## src/sv/ctwl_pkg.sv

```systemverilog
`timescale 1ns / 1ps
package ctwl_pkg;

  localparam int HuW   = 13;
  localparam int DiffW = 12;
  localparam int NumW  = 22;
  localparam int GreyW = 8;

  localparam logic signed [HuW-1:0] HuMin    = -13'sd1024;
  localparam logic signed [HuW-1:0] HuMax    = 13'sd3071;
  localparam logic [HuW-1:0]        WidthMax = 13'd4095;
  localparam logic [GreyW-1:0]      GreyMax  = 8'd255;
  localparam logic [9:0]            TwiceMax = 10'd510;

  // configuration register indexes
  localparam logic [1:0] RegStart = 2'd0;
  localparam logic [1:0] RegWidth = 2'd1;

  typedef enum logic [1:0] {
    ST_OK      = 2'd0,
    ST_SAMPLE  = 2'd1,
    ST_START   = 2'd2,
    ST_WIDTH   = 2'd3
  } status_t;

  typedef enum logic [1:0] {
    KIND_ZERO = 2'd0,
    KIND_FULL = 2'd1,
    KIND_DIV  = 2'd2
  } kind_t;

  // classified word handed from front to back
  typedef struct packed {
    status_t          status;
    kind_t            kind;
    logic [DiffW-1:0] diff;
    logic [DiffW-1:0] width;
  } item_t;

endpackage

```

## src/sv/ctwl_front.sv

```systemverilog
`timescale 1ns / 1ps
module ctwl_front (
  input  logic                         clk,
  input  logic                         rst_n,
  input  logic                         in_valid,
  output logic                         in_stall,
  input  logic signed [12:0]           in_hu_sample,
  input  logic signed [12:0]           start,
  input  logic [12:0]                  width,
  input  logic                         pop,
  output logic                         q_valid,
  output ctwl_pkg::item_t              q_item
);

  ctwl_pkg::item_t  cls;
  ctwl_pkg::item_t  mem_r [2];
  logic             wr_ptr_r, rd_ptr_r;
  logic [1:0]       cnt_r;
  logic             push;
  logic signed [14:0] top_edge;
  logic signed [13:0] diff_full;

  // classify the sample against the window
  always_comb begin
    top_edge  = 15'(start) + $signed({2'b00, width});
    diff_full = 14'(in_hu_sample) - 14'(start);
    cls.diff  = diff_full[11:0];
    cls.width = width[11:0];
    cls.status = ctwl_pkg::ST_OK;
    cls.kind   = ctwl_pkg::KIND_DIV;
    if (in_hu_sample < ctwl_pkg::HuMin || in_hu_sample > ctwl_pkg::HuMax) begin
      cls.status = ctwl_pkg::ST_SAMPLE;
      cls.kind   = ctwl_pkg::KIND_ZERO;
    end else if (start < ctwl_pkg::HuMin || start > ctwl_pkg::HuMax) begin
      cls.status = ctwl_pkg::ST_START;
      cls.kind   = ctwl_pkg::KIND_ZERO;
    end else if (width == '0 || width > ctwl_pkg::WidthMax) begin
      cls.status = ctwl_pkg::ST_WIDTH;
      cls.kind   = ctwl_pkg::KIND_ZERO;
    end else if (in_hu_sample < start) begin
      cls.kind = ctwl_pkg::KIND_ZERO;
    end else if (15'(in_hu_sample) > top_edge) begin
      cls.kind = ctwl_pkg::KIND_FULL;
    end
  end

  // two-word queue towards the back end
  assign in_stall = cnt_r[1];
  assign push     = in_valid && !in_stall;
  assign q_valid  = cnt_r != 2'd0;
  assign q_item   = mem_r[rd_ptr_r];

  always_ff @(posedge clk) begin
    if (push) begin
      mem_r[wr_ptr_r] <= cls;
    end
    if (!rst_n) begin
      wr_ptr_r <= 1'b0;
      rd_ptr_r <= 1'b0;
      cnt_r    <= 2'd0;
    end else begin
      if (push) wr_ptr_r <= !wr_ptr_r;
      if (pop) rd_ptr_r <= !rd_ptr_r;
      cnt_r <= cnt_r + 2'(push) - 2'(pop);
    end
  end

endmodule

```

## src/sv/ctwl_back.sv

```systemverilog
`timescale 1ns / 1ps
module ctwl_back (
  input  logic            clk,
  input  logic            rst_n,
  input  logic            q_valid,
  input  ctwl_pkg::item_t q_item,
  output logic            pop,
  output logic            out_valid,
  input  logic            out_stall,
  output logic [7:0]      out_grey_level,
  output logic [1:0]      out_status
);

  localparam int Steps = ctwl_pkg::GreyW;

  logic                         en;
  logic                         v_r    [Steps+2];
  ctwl_pkg::status_t            st_r   [Steps+2];
  ctwl_pkg::kind_t              kind_r [Steps+2];
  logic [ctwl_pkg::NumW-1:0]    rem_r  [Steps+2];
  logic [12:0]                  den_r  [Steps+2];
  logic [ctwl_pkg::GreyW-1:0]   q_r    [Steps+2];
  logic [ctwl_pkg::DiffW-1:0]   diff_r;
  logic [ctwl_pkg::DiffW-1:0]   w_r;

  assign en  = !(v_r[Steps+1] && out_stall);
  assign pop = en && q_valid;

  always_ff @(posedge clk) begin
    if (en) begin
      // stage 0: latch operands
      st_r[0]   <= q_item.status;
      kind_r[0] <= q_item.kind;
      diff_r    <= q_item.diff;
      w_r       <= q_item.width;
      // stage 1: numerator 510*d + w, divisor 2*w
      st_r[1]   <= st_r[0];
      kind_r[1] <= kind_r[0];
      rem_r[1]  <= 22'(diff_r) * 22'(ctwl_pkg::TwiceMax) + 22'(w_r);
      den_r[1]  <= {w_r, 1'b0};
      q_r[1]    <= '0;
      // restoring division, one quotient bit per stage
      for (int i = 1; i <= Steps; i++) begin
        st_r[i+1]   <= st_r[i];
        kind_r[i+1] <= kind_r[i];
        den_r[i+1]  <= den_r[i];
        if (rem_r[i] >= (22'(den_r[i]) << (Steps - i))) begin
          rem_r[i+1] <= rem_r[i] - (22'(den_r[i]) << (Steps - i));
          q_r[i+1]   <= q_r[i] | (8'd1 << (Steps - i));
        end else begin
          rem_r[i+1] <= rem_r[i];
          q_r[i+1]   <= q_r[i];
        end
      end
    end
    if (!rst_n) begin
      for (int i = 0; i < Steps + 2; i++) v_r[i] <= 1'b0;
    end else if (en) begin
      v_r[0] <= q_valid;
      for (int i = 1; i < Steps + 2; i++) v_r[i] <= v_r[i-1];
    end
  end

  // select the result word
  always_comb begin
    case (kind_r[Steps+1])
      ctwl_pkg::KIND_FULL: out_grey_level = ctwl_pkg::GreyMax;
      ctwl_pkg::KIND_DIV:  out_grey_level = q_r[Steps+1];
      default:             out_grey_level = '0;
    endcase
  end

  assign out_valid  = v_r[Steps+1];
  assign out_status = st_r[Steps+1];

endmodule

```

## src/sv/ct_window_level_grey_map_top.sv

```systemverilog
`timescale 1ns / 1ps
// window/level grey mapping for CT samples
// input channel: in_valid, in_stall, in_hu_sample (13-bit two's complement HU)
// output channel: out_valid, out_stall, out_grey_level, out_status
// config channel: cfg_valid, cfg_ready (always high), cfg_index, cfg_data;
//   index 0 is window_start, index 1 is window_width, other indexes ignored
// status: 0 ok, 1 sample out of range, 2 start invalid, 3 width invalid
// one word in, one word out, in order
// throughput: one word per clock, sustained while out_stall is low
// path: an accepted word goes through the front queue, the operand latch,
//   the 510*d+w product stage and the eight-stage restoring divider
//   (one quotient bit per stage)
// a stalled output freezes the whole back pipeline; the two-word front
//   queue then fills and raises in_stall
// reset (rst_n low, synchronous) empties queue and pipeline and sets
//   window_start to -1024 and window_width to 4095
// config must be written only while no word is in flight
module ct_window_level_grey_map_top (
  input  logic               clk,
  input  logic               rst_n,
  input  logic               in_valid,
  output logic               in_stall,
  input  logic signed [12:0] in_hu_sample,
  output logic               out_valid,
  input  logic               out_stall,
  output logic [7:0]         out_grey_level,
  output logic [1:0]         out_status,
  input  logic               cfg_valid,
  output logic               cfg_ready,
  input  logic [1:0]         cfg_index,
  input  logic [12:0]        cfg_data
);

  logic signed [12:0] start_r;
  logic [12:0]        width_r;
  logic               q_valid;
  logic               pop;
  ctwl_pkg::item_t    q_item;

  // configuration registers
  assign cfg_ready = 1'b1;

  always_ff @(posedge clk) begin
    if (!rst_n) begin
      start_r <= -13'sd1024;
      width_r <= 13'd4095;
    end else if (cfg_valid) begin
      if (cfg_index == ctwl_pkg::RegStart) start_r <= $signed(cfg_data);
      else if (cfg_index == ctwl_pkg::RegWidth) width_r <= cfg_data;
    end
  end

  ctwl_front u_front (
    .clk          (clk),
    .rst_n        (rst_n),
    .in_valid     (in_valid),
    .in_stall     (in_stall),
    .in_hu_sample (in_hu_sample),
    .start        (start_r),
    .width        (width_r),
    .pop          (pop),
    .q_valid      (q_valid),
    .q_item       (q_item)
  );

  ctwl_back u_back (
    .clk            (clk),
    .rst_n          (rst_n),
    .q_valid        (q_valid),
    .q_item         (q_item),
    .pop            (pop),
    .out_valid      (out_valid),
    .out_stall      (out_stall),
    .out_grey_level (out_grey_level),
    .out_status     (out_status)
  );

endmodule

```

## config.mk

```make
export PLATFORM = sky130hd
export DESIGN_NAME = ct_window_level_grey_map_top
export DESIGN_NICKNAME = d
export VERILOG_FILES = /design/src/sv/ctwl_pkg.sv /design/src/sv/ctwl_front.sv /design/src/sv/ctwl_back.sv /design/src/sv/ct_window_level_grey_map_top.sv
export SDC_FILE = /design/constraint.sdc
export NUM_CORES = 1
export LEC_CHECK = 0
export BUFFER_PORTS_ARGS = -buffer_cell sky130_fd_sc_hd__buf_4
export CAP_MARGIN = 15
export CORE_UTILIZATION = 55
export CTS_CLUSTER_DIAMETER = 200
export DETAILED_ROUTE_END_ITERATION = 12
export GPL_ROUTABILITY_DRIVEN = 1
export PLACE_DENSITY = 0.76
export SETUP_SLACK_MARGIN = 0.05
export SKIP_CTS_REPAIR_TIMING = 1
export SYNTH_ARGS = -nofsm -noshare
export SYNTH_HDL_FRONTEND = slang
export SYNTH_SLANG_ARGS = --single-unit
export TNS_END_PERCENT = 50
```

## constraint.sdc

```tcl
create_clock -name clk -period 8.81 [get_ports clk]
set_input_delay 2.2025 -clock clk [delete_from_list [all_inputs] [get_ports clk]]
set_output_delay 2.2025 -clock clk [all_outputs]
set_load 0.01 [all_outputs]
```

==> results of run 1 <==
-- cells in the mapped netlist (13+ instances only) --
library cell	instances
edfxtp_1	437
o31ai_1	15
or3_1	21
fa_1	60
a211oi_1	13
nor2_1	121
inv_1	249
nand3_1	49
nor4_1	26
o21a_1	21
a21oi_1	114
nand2b_1	24
and3_1	18
and2_1	15
a21boi_0	24
o21ai_0	81
nand2_1	138
mux2_2	32
a21o_1	24
clkbuf_1	28
ha_1	192
xor2_1	73
xnor2_1	71
nor2b_1	34
nand4_1	14
nor3_1	45
dfxtp_1	31
-- registers in the layout, indices dropped and copies added (netlist names), named ones only --
name,cells
u_back.diff_r,12
u_front.cnt_r,2
start_r,13
u_back.den_r,95
width_r,13
u_back.v_r,10
u_back.rem_r,176
u_back.kind_r,20
u_back.w_r,12
u_back.q_r,36
u_back.st_r,20
u_front.mem_r,56
u_front.rd_ptr_r,1
u_front.wr_ptr_r,1
-- per-stage QoR --
step,hold slack [ns],instances,util (%)
floorplan,0.4003,2153,-
global placement,0.4006,2768,58.28
detailed placement,0.4045,2768,58.28
CTS,0.4119,2856,61.75
global route,0.4205,2856,61.75
finish,0.4132,2856,61.75
-- worst max-delay path, stage by stage, from the launching register on --
cell	delay (ns)
edfxtp_1	0.45
inv_1	0.13
fa_1	0.61
inv_1	0.08
fa_1	0.50
fa_1	0.54
inv_1	0.05
fa_1	0.53
inv_1	0.04
ha_1	0.35
o21a_1	0.18
o21ai_0	0.40
o21a_1	0.25
xnor2_1	0.08
ha_1	0.34
nand3_1	0.10
o31ai_1	0.29
o21ai_0	0.21
nor3_1	0.30
nand3_1	0.16
xnor2_1	0.14
-- final cells by class --
| type | count | area share, % |
|---|---|---|
| clock buffer | 64 | 4.765 |
| clock inverter | 24 | 0.8429 |
| inverter | 251 | 3.394 |
| multi-input combinational | 1394 | 38.14 |
| sequential | 468 | 48.73 |
| tap | 600 | 2.662 |
| timing repair buffer | 55 | 1.464 |
-- metal layers --
| metal | up-vias | share of wire, % | global-route usage [%] |
|---|---|---|---|
| met2 | 371 | 53 | 40.72 |
| met4 | 0 | 4.9 | 10.79 |
| met1 | 7681 | 39 | 23.59 |
| met5 | - | 0 | 0 |
| li1 | 7860 | - | - |
| met3 | 142 | 3.5 | 3.250 |
-- worst min-delay path by stage --
stage,startpoint,endpoint,slack (ns)
2_1_floorplan,u_back.kind_r[0][0]$_DFFE_PN_,u_back.kind_r[1][0]$_DFFE_PN_,0.40
3_3_place_gp,u_back.q_r[0][60]$_DFFE_PP_,u_back.q_r[0][68]$_DFFE_PP_,0.40
3_5_place_dp,u_back.kind_r[2][0]$_DFFE_PN_,u_back.kind_r[3][0]$_DFFE_PN_,0.40
4_1_cts,u_back.q_r[0][38]$_DFFE_PP_,u_back.q_r[0][46]$_DFFE_PP_,0.41
5_1_grt,u_back.kind_r[2][0]$_DFFE_PN_,u_back.kind_r[3][0]$_DFFE_PN_,0.42
6_report,u_back.q_r[0][37]$_SDFFCE_PN1P_,u_back.q_r[0][45]$_DFFE_PP_,0.41
-- logic make-up (layout without fill, tap and decap cells) --
family | count (synthesis) | in the layout | share of synthesized area (%)
muxes | 38 | 38 | 1.680
xor gates and xnor gates | 144 | 144 | 4.922
adders and majority gates | 252 | 252 | 14.06
DFF | 468 | 468 | 53.63
other | 1 | 1 | 0.01463
and+or+nand+nor | 567 | 567 | 11.39
AOI/OAI and AO/OA | 392 | 392 | 9.897
buffers and inverters | 291 | 394 | 4.404
==> flow_summary.ini, run 1 <==
[clock_network]
cts.htree.levels = 2
root_buffer = clkbuf_16
cts_buffers = 49
clk_pin_slew_ns = 0.06
cts_tree = done
clockBufferDepth = 3
cts.sinks = 468
clock_latency_ns = 0.58

[finish]
layout_common_cells = 437 x edfxtp_1, 247 x inv_1, 192 x ha_1, 138 x nand2_1, 121 x nor2_1
layout_commonest_cell = edfxtp_1
multi_input_area_mm2 = 0.01076
diodes = 0
drive_gt1_share_pct = 9.663
nFillCells = 3540
finish.net_count = 2504
area_delta_synth_final_pct = 10.05
regArea_mm2 = 0.01374
fin_area_mm2 = 0.02820

[floorplan]
chipWidth_um = 217.9
num_rows = 78
initial_core_util_pct = 56.11
coreArea_mm2 = 0.04567
ioPinCount = 46
dieArea_mm2 = 0.04746
die_h_um = 217.9

[timing]
relSlewSlack_pct = 31.79
setup_violations = 0
fin_crit_ns = 5.993
setup_tns_ns = 0
fin_crit_sh_pct = 68.03
hold_viol_final = 0
grt_setup_unrepaired = no
layout_setup_ws_ns = 2.817
fin_worst_skew_ns = 0.01531
fmax_mhz = 166.8
final-max-slew-violation-count = 0
tightestPinTransition_ns = 1.023

[route]
drc = 0
drt_wl_total_um = 50100
viasPerCell = 5.621
wl_per_cell_um = 17.54
antenna_left = 0
initialDrtViolationCount = 999
first_pass_iters = 5
via_count = 16054

[synth]
synth_edf_count = 437
synth-main-ff-cell = edfxtp_1
yosysUniqueCellTypes = 84
yosysTopAreaCell = edfxtp_1
synth-seq-cells = 468
synth_warnings = 0
avgSynthCellArea_um2 = 11.90
synth_nets = 2438
synthArstFlopShare_pct = 0
synth_cells = 2153
synth.top_cell.area_share_pct = 51.21
seq_area_frac_synth_pct = 53.63
synthTopCellsByArea = edfxtp_1 51%, ha_1 9.4%, fa_1 4.7%, inv_1 3.6%, xor2_1 2.5%
syn-cell-area_mm2 = 0.02563

[placement]
place_area_mm2 = 0.02662
portBuffers = 44
hpwl_um = 37420
pre_cts_slack_ns = 2.840
gp_congestion = 0.8832

[worst_setup_path]
crit_type = reg2reg
reg2reg_from = u_back.diff_r[3]$_DFFE_PN_
regToRegSetupSlack_ns = 2.82
critPathLaunch = u_back.diff_r[3]$_DFFE_PN_
crit_end = u_back.rem_r[0][41]$_DFFE_PN_
r2r-end = u_back.rem_r[0][41]$_DFFE_PN_
end_kind = register
worst_ep_arrival_time_ns = 6.32
worstPathRequired_ns = 9.13
cp_max_fo = 5
reg2reg_depth = 20
start_kind = register

[outcome]
outcome = complete, no violations

[global_routing]
overflow = 0
grt_use_total_pct = 21.68
first_global_vias = 16356
grt_antenna_before_repair = 0
grt_first_pass_wirelength_um = 81410
grt_max_degree = 108

[job]
maxCapViolCount = 0

[hold_path]
min_path_type = reg2reg
whs_path_depth = 0
Power of run 1 is not shown: default switching activity piles up to over one toggle a cycle in this logic, so the estimate is an artifact.
==> run 2, diff against run 1 <==
==> constraint.sdc (replaced) <==
create_clock -name clk -period 5.3 [get_ports clk]
set_input_delay 1.325 -clock clk [delete_from_list [all_inputs] [get_ports clk]]
set_output_delay 1.325 -clock clk [all_outputs]
set_load 0.01 [all_outputs]
==> run 2 against run 1 <==
  * Via count up 3.1%
  * First-iteration DRC count rose by 1.7%
  * Critical path depth shrank 2
  * Critical endpoint is now u_back.rem_r[0][42]$_DFFE_PN_
  * Sequential cell count is the same
  * Core utilization increased by 1.6 points
  * Hold slack better by 0.0035 ns
  * Setup slack got worse by 2.7 ns
  * Final area rose by 2.5%
  * Final cell count increased by 1.9%
  * Fmax is 15% higher
==> flow_summary.ini, run 2 (synthesis gave the netlist of run 1 again) <==
[finish]
drive_gt1_share_pct = 13.89
biggestRegsByFlops = u_back.rem_r: 176 flops, u_back.den_r: 95 flops, u_front.mem_r: 56 flops
layout_common_cells = 437 x edfxtp_1, 242 x inv_1, 185 x ha_1, 138 x nand2_1, 121 x nor2_1
largest_reg_flops = 176
largest-register = u_back.rem_r
layout_commonest_cell = edfxtp_1
finish.net_count = 2560
area_delta_synth_final_pct = 12.83
diodes = 0
nFillCells = 3433

[clock_network]
clockBufferDepth = 3
clk_pin_slew_ns = 0.06
clock_latency_ns = 0.59
cts.sinks = 468
root_buffer = clkbuf_16
cts.htree.levels = 2
cts_buffers = 47
cts_tree = done

[global_routing]
met3_usage_pct = 3.445
grt_first_pass_wirelength_um = 83690
grt_max_degree = 67
use_met2_pct = 42.57
grt_use_total_pct = 22.31
overflow = 0
grt_antenna_before_repair = 0
grt_util_met1_pct = 24.49
busiest_layer = met2
first_global_vias = 16728

[floorplan]
ioPinCount = 46
dieArea_mm2 = 0.04746
initial_core_util_pct = 56.11
num_rows = 78
die_h_um = 217.9
coreArea_mm2 = 0.04567
chipWidth_um = 217.9

[worst_setup_path]
r2r-end = u_back.rem_r[0][42]$_DFFE_PN_
crit_type = reg2reg
cp_max_fo = 4
worst_ep_arrival_time_ns = 5.54
slowest_delay_ns = 0.55
regToRegSetupSlack_ns = 0.09
cp_cell_sequence = buf_6 -> fa_2 -> fa_2 -> fa_1 -> inv_1 -> fa_1 -> inv_2 -> ha_4 -> buf_4 -> a21oi_2 -> xnor2_1 -> ha_1 -> and3_4 -> a211oi_2 -> a2111o_1 -> nor3_2 -> nand4_1 -> xnor2_1
reg2reg_depth = 18
start_kind = register
critPathSlowestCell = fa_2
end_kind = register
worstPathRequired_ns = 5.63
reg2reg_from = u_back.diff_r[2]$_DFFE_PN_

[route]
initialDrtViolationCount = 1016
viasPerCell = 5.688
antenna_left = 0
via_count = 16558
wl_per_cell_um = 18.16
first_pass_iters = 6
drc = 0
drt_wl_total_um = 52870

[timing]
setup_violations = 0
fin_crit_ns = 5.213
fin_crit_sh_pct = 98.35
grt_setup_unrepaired = yes
hold_slack_ns = 0.4166
hold_viol_final = 0
tightestPinTransition_ns = 0.9996
final-max-slew-violation-count = 0
fin_worst_skew_ns = 0.02072
relSlewSlack_pct = 32.52
fmax_mhz = 191.8

[hold_path]
whs_path_depth = 0
hold_path_end = u_back.st_r[3][1]$_DFFE_PN_
min_path_type = reg2reg
hold_start = u_back.st_r[2][1]$_DFFE_PN_

[placement]
hpwl_um = 38980
portBuffers = 44
gp_congestion = 0.9238

[job]
maxCapViolCount = 0

[outcome]
outcome = complete, no violations
run 2: cell types whose count changed in the layout (fill, tap and decap cells not counted), sizes merged:
cell and change:
buf +58, bufinv +3, inv -1, clkbuf -8
clkinv +3
run 2: final cells by class:
cell class | instances | area [um2] | share of cell area (%)
well taps | 600 | 750.7 | 2.597
repair buffers | 113 | 895.9 | 3.098
inverters | 251 | 957.2 | 3.311
clock buffers | 56 | 1252 | 4.332
clock inverters | 29 | 330.3 | 1.142
flip-flops and latches | 468 | 13740 | 47.53
multi-input cells | 1394 | 10980 | 37.99
run 2: worst max path at each step:
stage	start	end	slack, ns	depth (start not counted)
finish	u_back.diff_r[2]$_DFFE_PN_	u_back.rem_r[0][42]$_DFFE_PN_	0.09	18
global route	u_back.diff_r[2]$_DFFE_PN_	u_back.rem_r[0][42]$_DFFE_PN_	-0.17	18
CTS	u_back.diff_r[4]$_DFFE_PN_	u_back.rem_r[0][41]$_DFFE_PN_	-0.20	20
detailed placement	u_back.diff_r[4]$_DFFE_PN_	u_back.rem_r[0][41]$_DFFE_PN_	-0.19	20
global placement	u_back.diff_r[3]$_DFFE_PN_	u_back.rem_r[0][43]$_DFFE_PN_	-0.13	20
floorplan	out_stall	u_back.den_r[0][100]$_DFFE_PN_	-0.36	3
run 2: stage by stage:
| step | utilization (%) | setup TNS (ns) | area [um2] | std cells | setup WS (ns) |
|---|---|---|---|---|---|
| 5_1_grt | 63.30 | -0.5617 | 28910 | 2911 | -0.1655 |
| 3_3_place_gp | 59.08 | -0.4680 | 26990 | 2815 | -0.1314 |
| 3_5_place_dp | 59.08 | -0.8473 | 26990 | 2815 | -0.1862 |
| 4_1_cts | 62.55 | -1.011 | 28570 | 2900 | -0.1985 |
| 2_1_floorplan | - | -64.86 | 25630 | 2153 | -0.3552 |
| 6_report | 63.30 | 0 | 28910 | 2911 | 0.08732 |
run 2: routing by layer:
layer	share of wire [%]	wire length, um
met5	0	0
met4	3.6	1926
met3	3.7	1977
met2	55	29020
met1	38	19960
run 2: critical path: cells and delay by family, from the launching register on:
family          cells  cell delay, ns
compound gates      3            0.73
fa+ha+maj           6            2.58
simple gates        3            0.52
buf+inv             4            0.41
xor+xnor            2            0.26
flops               1            0.46
Power of run 2 is left out for the same reason.
